[src/rtl/cfir_ram.sv]
module cfir_ram #(
    parameter int WIDTH = 32,
    parameter int DEPTH = 64
) (
    input  logic                     aclk,
    input  logic                     we,
    input  logic [$clog2(DEPTH)-1:0] waddr,
    input  logic [WIDTH-1:0]         wdata,
    input  logic [$clog2(DEPTH)-1:0] raddr,
    output logic [WIDTH-1:0]         rdata
);

    logic [WIDTH-1:0] mem [DEPTH];

    always_ff @(posedge aclk) begin
        if (we) begin
            mem[waddr] <= wdata;
        end
        rdata <= mem[raddr];
    end

endmodule

[config.mk]
export PLATFORM = sky130hd
export DESIGN_NAME = cfir_ram
export DESIGN_NICKNAME = d
export VERILOG_FILES = /design/src/rtl/cfir_ram.sv
export SDC_FILE = /design/constraint.sdc
export NUM_CORES = 2
export LEC_CHECK = 0
export BUFFER_PORTS_ARGS = -buffer_cell sky130_fd_sc_hd__buf_2
export CORE_AREA = 2 2 421 423
export DETAILED_ROUTE_END_ITERATION = 12
export DIE_AREA = 0 0 423 425
export GPL_TIMING_DRIVEN = 0
export PLACE_DENSITY_LB_ADDON = 0.3
export SETUP_SLACK_MARGIN = 0.05
export SLEW_MARGIN = 20
export SYNTH_ARGS = -nofsm -noshare
export SYNTH_HDL_FRONTEND = slang
export SYNTH_SLANG_ARGS = --single-unit
[constraint.sdc]
create_clock -name aclk -period 3.6 [get_ports aclk]
set_input_delay 0.36 -clock aclk [delete_from_list [all_inputs] [get_ports aclk]]
set_output_delay 0.36 -clock aclk [all_outputs]
set_load 0.005 [all_outputs]
==> flow_summary_export.csv <==
group,metric,value,unit
critical_path,r2r-start,"mem[39][2]$_DFFE_PP_",
synth,ys_types,34,
hold_path,hp-class,"in2reg",
route,ant_nets,0,
synth,ys_seq_area_frac,0.791,
placement,place_area,85400,sq um
route,vias,39900,
pwr,intPower,39200,uW
pwr,power_frac_comb,0.056,
outcome,violations,"negative setup slack",
synth,netlist_area,78500,sq um
pwr,p_leak,0.0286,uW
pwr,power.total,50200,uW
pwr,power.density,547,nW/um^2
timing,slew_headroom,0.171,
synth,synth_seq_cells,2080,
floorplan,ios,78,
timing,drv_slew,0,
synth,syn_avg_cell_area,23.6,sq um
hold_path,hold_start,"wdata[20]",
cts,cts.sinks,2080,
final_layout,final_nets,3784,
floorplan,initial_core_util,0.448,
floorplan,die_h,425,um
final_layout,area_growth,17.0,%
placement,dp_hpwl,158000,um
cts,cts_resized,11,
route,routedWlPerCell,38.4,um
global_route,globalRoute.totalOverflow,0,
placement,routabilityCongestion,0.880,
critical_path,crit_path_max_fanout,10,
pwr,p_switching,11000,uW
synth,synth_nets,3370,
route,viasPerCell,6.37,
timing,skew,0.0268,ns
cts,cts_tree,"built",
timing,setup_viol_count_final,5,
flow_run,maxCapViolCount,0,
global_route,grt_pass1_wl,324000,um
critical_path,path_class,"in2reg",
cts,clock_latency,0.85,ns
cts,htree_levels,4,
cts,cts_setup_buffers,0,
placement,io_buffers,69,
route,drt_iter0_drc,6636,
timing,clock.fmax,261,MHz
critical_path,worstSetupStartpoint,"raddr[2]",
outcome,outcome,"finished with violations",
critical_path,start_kind,"primary input",
global_route,first_global_vias,38700,
timing,worst_slew_pin_slew,1.24,ns
route,dr.pass1.iters,8,
pwr,seqPwrFrac,0.535,
timing,hold_slack,0.0539,ns
floorplan,chipWidth,423,um
synth,yosysWarningCount,0,
cts,cts_hold_buffers,0,
route,drc,0,
final_layout,fin_area,91900,sq um
timing,hold_viol,0,
final_layout,fillers,13300,
floorplan,core,175000,sq um
critical_path,end_kind,"flip-flop",
route,wirelength,240000,um
cts,clk_pin_slew_worst_paths,0.06,ns
cts,cts_root_buffer,"clkbuf_16",
synth,synthCells,3324,
timing,fin_crit,3.83,ns
global_route,grt_usage,0.267,
cts,clockBufferDepth,3,
final_layout,drive_above_1_share,0.309,
timing,fin_ws,-0.229,ns
critical_path,arrival,4.53,ns
global_route,grt_start_max_net_pins,65,
pwr,clkPwrFrac,0.410,
pwr,p_sw_frac,0.219,
timing,rsz0062_at_grt,"true",
critical_path,cp.required,4.30,ns
final_layout,final_common_cell,"edfxtp_1",
timing,finalCritPeriodShare,1.06,
floorplan,die-area,180000,sq um
final_layout,layout_common_cells,"edfxtp_1 (2048), mux4_2 (544), clkbuf_16 (208), clkbuf_1 (114), buf_2 (100)",
floorplan,rows,154,
cts,cts_buffers,204,
pwr,peakVddDrop,0.439,mV
global_route,antenna_found_initial,15,
[worst paths after layout]
path / end / slack (ns) / depth (start not counted)
worst min register to register: rdata[8]$_DFF_P_ / 0.96 / 4
worst min-delay path: mem[39][20]$_DFFE_PP_ / 0.05 / 1
worst max register to register: rdata[2]$_DFF_P_ / 0.99 / 5
worst max-delay path: rdata[7]$_DFF_P_ / -0.23 / 9
[power by group through the flow]
stage	combinational, uW	clock (uW)	sequential (uW)
after floorplan	1300	0	27400
after global placement	2620	0	27400
after detailed placement	2750	0	27400
after CTS	2770	20700	26900
after global routing	2880	21600	26900
final	2810	20600	26900
[layout make-up]
class | count | area, sq um | share of cell area
buffer | 182 | 921 | 0.0100
clock inverter | 112 | 925 | 0.0101
multi-input combinational | 1062 | 16000 | 0.174
antenna | 7 | 17.5 | 0.000191
tap | 2340 | 2930 | 0.0319
timing repair buffer | 208 | 3530 | 0.0384
clock buffer | 266 | 5420 | 0.0590
sequential | 2080 | 62100 | 0.676
[through the flow]
step / setup TNS (ns) / cells / setup WS, ns / util
after floorplan: 0 / 3324 / 0.0802 / -
after global placement: -4124.28 / 5733 / -4.06 / 0.466
after detailed placement: -20.63 / 5871 / -1.24 / 0.487
after CTS: 0 / 6249 / 0.0544 / 0.524
after global routing: 0 / 6252 / 0.0443 / 0.524
final: -0.547 / 6257 / -0.229 / 0.524
[cells by family (layout without fill, tap and decap cells)]
logic type      after synthesis  in the layout  share of synthesized area
buf+inv                     182            768                     0.0113
compound gates              202            202                     0.0167
mux                         637            637                      0.168
flops                      2080           2080                      0.791
other cells                   0              7                          0
simple gates                223            223                     0.0127
[routing by layer]
metal,wire [um],vias to the layer above,global-route usage
met5,61,-,0
met4,11900,8,0.118
met3,30100,540,0.0767
met2,111000,2975,0.409
met1,87400,21200,0.359
li1,-,15100,-
[worst max-delay path: stages]
cell      delay, ns
clkbuf_1       0.32
buf_2          0.47
buf_2          0.45
buf_2          0.61
buf_2          0.58
mux2i_1        0.21
a21oi_1        0.71
a21oi_1        0.33
nor2_1         0.45
[sequential cells by signal, indices dropped and copies added, names as in the netlist]
register / flops
mem: 2048
rdata: 32
[Yosys cell counts, drive strengths merged]
cell    number  area [sq um]
buf        108           608
o221ai      27           236
o32ai        4          35.0
mux2i       93           931
a311oi       8          70.1
and2         2          12.5
edfxtp    2048         61500
or3b         5          43.8
nand3        5          25.0
a41o         4          40.0
nor3         7          35.0
o22ai       84           526
nand2       26          97.6
or3          3          18.8
mux4       544         12300
dfxtp       32           641
nor2       137           514
nand4        2          12.5
clkbuf      74           278
nand4b       1          8.76
nand2b       8          50.1
or2          3          18.8
a22oi       12          90.1
nand3b       5          37.5
a31oi        1          6.26
nor2b       15          93.8
a21oi       62           310
and3         4          25.0
Power figures use the tool's default switching activity.
