**src/rtl/cfir_pkg.sv**
```systemverilog
package cfir_pkg;

    localparam logic ACT_LOAD   = 1'b0;
    localparam logic ACT_SAMPLE = 1'b1;

    localparam logic [2:0] ADDR_TAP_COUNT = 3'd0;

    localparam int OUT_W = 32;

    typedef struct packed {
        logic vld;
        logic first;
        logic last;
    } mac_ctl_t;

endpackage

```
**src/rtl/cfir_mac.sv**
```systemverilog
module cfir_mac #(
    parameter int SAMPLE_WIDTH = 16,
    parameter int COEF_WIDTH   = 18,
    parameter int MAX_TAPS     = 64
) (
    input  logic                                aclk,
    input  logic                                aresetn,
    input  cfir_pkg::mac_ctl_t                  ctl,
    input  logic signed [SAMPLE_WIDTH-1:0]      xi,
    input  logic signed [SAMPLE_WIDTH-1:0]      xq,
    input  logic signed [COEF_WIDTH-1:0]        cr,
    input  logic signed [COEF_WIDTH-1:0]        ci,
    output logic                                out_vld,
    output logic signed [cfir_pkg::OUT_W-1:0]   out_i,
    output logic signed [cfir_pkg::OUT_W-1:0]   out_q
);

    localparam int PROD_W = SAMPLE_WIDTH + COEF_WIDTH;
    localparam int ACC_W  = PROD_W + 2 + $clog2(MAX_TAPS);
    localparam int FRAC   = COEF_WIDTH - 2;
    localparam int EXT_W  = (ACC_W + 1 > cfir_pkg::OUT_W + 1) ? ACC_W + 1
                                                             : cfir_pkg::OUT_W + 1;
    localparam int OW     = cfir_pkg::OUT_W;

    function automatic logic signed [OW-1:0] sat_out(input logic signed [EXT_W-1:0] v);
        logic [EXT_W-OW:0] top_bits;
        top_bits = v[EXT_W-1:OW-1];
        if ((&top_bits) || !(|top_bits)) begin
            return v[OW-1:0];
        end
        return v[EXT_W-1] ? {1'b1, {(OW-1){1'b0}}} : {1'b0, {(OW-1){1'b1}}};
    endfunction

    cfir_pkg::mac_ctl_t        ctl1_reg;
    logic signed [PROD_W-1:0]  p_rr_reg, p_qi_reg, p_ir_reg, p_qr_reg;
    logic signed [ACC_W-1:0]   acc_re_reg, acc_im_reg;
    logic signed [ACC_W-1:0]   acc_re_next, acc_im_next;
    logic                      done2_reg, done3_reg, done4_reg;
    logic signed [ACC_W:0]     rnd_re_reg, rnd_im_reg;
    logic signed [ACC_W:0]     shf_re, shf_im;
    logic signed [EXT_W-1:0]   ext_re, ext_im;
    logic signed [OW-1:0]      out_i_reg, out_q_reg;

    always_comb begin
        acc_re_next = (ctl1_reg.first ? ACC_W'(0) : acc_re_reg)
                      + ACC_W'(p_rr_reg) - ACC_W'(p_qi_reg);
        acc_im_next = (ctl1_reg.first ? ACC_W'(0) : acc_im_reg)
                      + ACC_W'(p_ir_reg) + ACC_W'(p_qr_reg);
        shf_re = rnd_re_reg >>> FRAC;
        shf_im = rnd_im_reg >>> FRAC;
        ext_re = EXT_W'(shf_re);
        ext_im = EXT_W'(shf_im);
    end

    always_ff @(posedge aclk) begin
        if (!aresetn) begin
            ctl1_reg  <= '0;
            done2_reg <= 1'b0;
            done3_reg <= 1'b0;
            done4_reg <= 1'b0;
        end else begin
            ctl1_reg  <= ctl;
            done2_reg <= ctl1_reg.vld && ctl1_reg.last;
            done3_reg <= done2_reg;
            done4_reg <= done3_reg;
        end
        p_rr_reg <= xi * cr;
        p_qi_reg <= xq * ci;
        p_ir_reg <= xi * ci;
        p_qr_reg <= xq * cr;
        if (ctl1_reg.vld) begin
            acc_re_reg <= acc_re_next;
            acc_im_reg <= acc_im_next;
        end
        // round half up before the floor shift
        rnd_re_reg <= (ACC_W+1)'(acc_re_reg) + (ACC_W+1)'(1 << (FRAC - 1));
        rnd_im_reg <= (ACC_W+1)'(acc_im_reg) + (ACC_W+1)'(1 << (FRAC - 1));
        out_i_reg  <= sat_out(ext_re);
        out_q_reg  <= sat_out(ext_im);
    end

    assign out_vld = done4_reg;
    assign out_i   = out_i_reg;
    assign out_q   = out_q_reg;

endmodule

```
**config.mk**
```make
export PLATFORM = sky130hd
export DESIGN_NAME = cfir_mac
export DESIGN_NICKNAME = d
export VERILOG_FILES = /design/src/rtl/cfir_pkg.sv /design/src/rtl/cfir_mac.sv
export SDC_FILE = /design/constraint.sdc
export NUM_CORES = 2
export LEC_CHECK = 0
export ABC_CLOCK_PERIOD_IN_PS = 11280
export BUFFER_PORTS_ARGS = -buffer_cell sky130_fd_sc_hd__buf_4
export CAP_MARGIN = 25
export CORE_ASPECT_RATIO = 0.8
export CORE_MARGIN = 5
export CORE_UTILIZATION = 45
export CTS_CLUSTER_SIZE = 14
export DETAILED_ROUTE_END_ITERATION = 7
export GPL_TIMING_DRIVEN = 1
export MAX_ROUTING_LAYER = met4
export PLACE_DENSITY = 0.67
export SLEW_MARGIN = 20
export SYNTH_ARGS = -nofsm -noshare
export SYNTH_HDL_FRONTEND = slang
export SYNTH_SLANG_ARGS = --single-unit
```
**constraint.sdc**
```tcl
create_clock -name aclk -period 11.28 [get_ports aclk]
set_input_delay 1.692 -clock aclk [delete_from_list [all_inputs] [get_ports aclk]]
set_output_delay 1.692 -clock aclk [all_outputs]
set_load 0.02 [all_outputs]
```
==> impl_metrics.yaml <==
placement:
  hpwl_um: 109000
  gp_congestion: 0.9359
  io_buffer_count: 137
synth:
  synth_edf_count: 84
  async_flop_share_pct: 0
  synth.area.top_cells: "fa_1 (43%), ha_1 (9.2%), inv_1 (9.0%), dfxtp_1 (8.6%), and2_1 (6.0%)"
  synth_seq_cells: 334
  syn-instance-count: 6173
  yosys_warnings: 0
  synth_area_mm2: 0.05841
  yosys-top-cells-count: "inv_1 (1,400), fa_1 (1,243), nand2_1 (670)"
  synth.most_common_cell: "inv_1"
  synth_nets: 7919
  synth_top_area_share_pct: 42.60
  synth_ff_type: "dfxtp_1"
  synth_largest_area_cell: "fa_1"
  synth_cell_types: 75
  avgSynthCellArea_um2: 9.462
  yosysSeqAreaShare_pct: 12.89
setup_path:
  worst_setup_path_end_kind: "flip-flop"
  critPathBufInv: 5
  crit_cells: 23
  crit_path_top_delay_cell: "inv_1"
  criticalPathCategory: "primary input to flip-flop"
  cp_slowest_stage_delay_ns: 0.56
  path_common_cell: "fa_1"
  crit_path_cell_trace: "buf_4, inv_1, buf_4, nor2_1, fa_1, fa_1, fa_1, fa_1, fa_1, inv_1, fa_1, inv_1, ha_1, nand3_1, nor2_1, nor4bb_1, o31ai_1, a41oi_1, nor4_1, nor3b_1, o21a_1, nor2_1, xnor2_1"
  crit_path_start_kind: "primary input"
  reg2reg_depth: 15
  crit_required_ns: 11.78
  path_max_fanout: 16
  cp_data_arrival_time_ns: 8.72
  critPathTopFamily: "adder cells"
timing:
  maxSlewViolCount: 0
  rsz0062_at_grt: "false"
  finalSetupViolations: 0
  tightest_slew_ns: 1.132
  finalCritPeriodShare_pct: 72.88
  fmax_ghz: 0.1216
  hold_viol_final: 0
  fin_worst_skew_ns: 0.05184
  tns_ns: 0
  period_needed_ns: 8.221
  relSlewSlack_pct: 24.40
clock_network:
  cts_resized: 0
  clock_latency_ns: 0.66
  clkSinkCount: 334
  cts_tree: "done"
  htreeDepth: 2
  clockBufferDepth: 3
  cts_buffers: 45
  clockRootBuffer: "clkbuf_16"
  cts_setup_buffers: 0
  hold_buffers: 0
  clk_pin_slew_worst_paths_ns: 0.06
die:
  io_pins: 138
  initial_core_util_pct: 45.21
  core_area_mm2: 0.1292
  die_h_um: 332.2
  num_rows: 118
  die_x_um: 412.8
  design.die.area_mm2: 0.1371
global_route:
  grt_pass1_vias: 42540
  grt-ovfl-total: 0
  grt_pass1_wl_um: 233100
  grt_max_degree: 85
  antenna_found_initial: 8
  grtUsageTotal_pct: 22.04
layout:
  fin_nets: 7854
  drive_gt1_share_pct: 3.971
  area_delta_synth_final_pct: 6.594
route:
  drtIter0Drc: 2788
  vias: 40490
  routed_wl_um: 141800
  wl_per_cell_um: 17.96
  routed_via_density: 5.130
  dr.pass1.iters: 5
  antenna_left: 0
  drc: 0
worst_hold_path:
  whs_path_depth: 0
  hold_path_class: "flip-flop to flip-flop"
job:
  maxCapViolations: 0
outcome:
  run_status: "finished clean"
## through the flow
step | cells | setup slack, ns | hold slack, ns | utilization (%) | instance area [um^2]
2_1_floorplan | 6173 | 3.576 | 0.3096 | - | 58410
3_3_place_gp | 7801 | 2.610 | 0.3122 | 46.96 | 60660
3_5_place_dp | 7801 | 2.534 | 0.3121 | 46.96 | 60670
4_1_cts | 7884 | 3.164 | 0.3253 | 48.17 | 62230
5_1_grt | 7892 | 2.715 | 0.3266 | 48.19 | 62250
6_report | 7894 | 3.059 | 0.3242 | 48.19 | 62260
## kinds of logic after synthesis
| logic type | after synthesis | synth area share [%] |
|---|---|---|
| fa+ha+maj | 1673 | 51.82 |
| simple gates | 1718 | 14.68 |
| buf+inv | 1654 | 10.70 |
| compound gates | 523 | 5.853 |
| flops | 334 | 12.89 |
| xor+xnor | 271 | 4.064 |
## final timing paths
kind	startpoint	to	slack, ns
hold reg to reg	rnd_im_reg[42]	out_q[26]	0.32
hold / removal	rnd_im_reg[42]	out_q[26]	0.32
setup / recovery	xi[15]	p_ir_reg[31]	3.06
setup reg to reg	ctl1_reg[1]	acc_re_reg[40]	5.89
## cells in the final DEF (no fill, tap or decap), types with 6 or more instances in the layout
| cell type | n |
|---|---|
| o21bai_1 | 19 |
| edfxtp_1 | 84 |
| or3_1 | 8 |
| clkbuf_1 | 8 |
| xnor2_1 | 195 |
| a211o_1 | 6 |
| o21ai_1 | 9 |
| dfxtp_1 | 247 |
| a211oi_1 | 19 |
| a31oi_1 | 13 |
| nand2_1 | 670 |
| o31ai_1 | 7 |
| o21ai_0 | 90 |
| fa_1 | 1243 |
| diode_2 | 10 |
| buf_4 | 142 |
| a21oi_1 | 166 |
| clkbuf_16 | 50 |
| clkinv_2 | 8 |
| and3_1 | 27 |
| nand3_1 | 51 |
| a21o_1 | 85 |
| o22ai_1 | 6 |
| xor2_1 | 76 |
| o21a_1 | 27 |
| nor3_1 | 34 |
| inv_1 | 1400 |
| nand4_1 | 26 |
| nand2b_1 | 88 |
| ha_1 | 430 |
| nor2_1 | 172 |
| o211ai_1 | 12 |
| and2_1 | 559 |
| nor2b_1 | 57 |
## layer usage
layer | share of wire (%) | GRT usage (%) | up-vias | wire length (um)
met5 | 0 | - | - | 0
met4 | 2.7 | 5.271 | 0 | 3797
met3 | 9.0 | 5.084 | 168 | 12720
met2 | 43 | 31.77 | 1328 | 61270
met1 | 45 | 31.67 | 20690 | 64000
li1 | - | - | 18310 | -
## final cells by class
cell class,instances,area (um^2)
Fill cell,12060,66930
Clock inverter,20,211.5
Antenna cell,10,25.02
Timing Repair Buffer,142,1066
Clock buffer,63,1350
Sequential cell,334,7533
Tap cell,1740,2177
Inverter,1400,5255
Multi-Input combinational cell,4185,44640
Power is not shown: default switching activity piles up to over one toggle a cycle in this logic, so the estimate is an artifact.
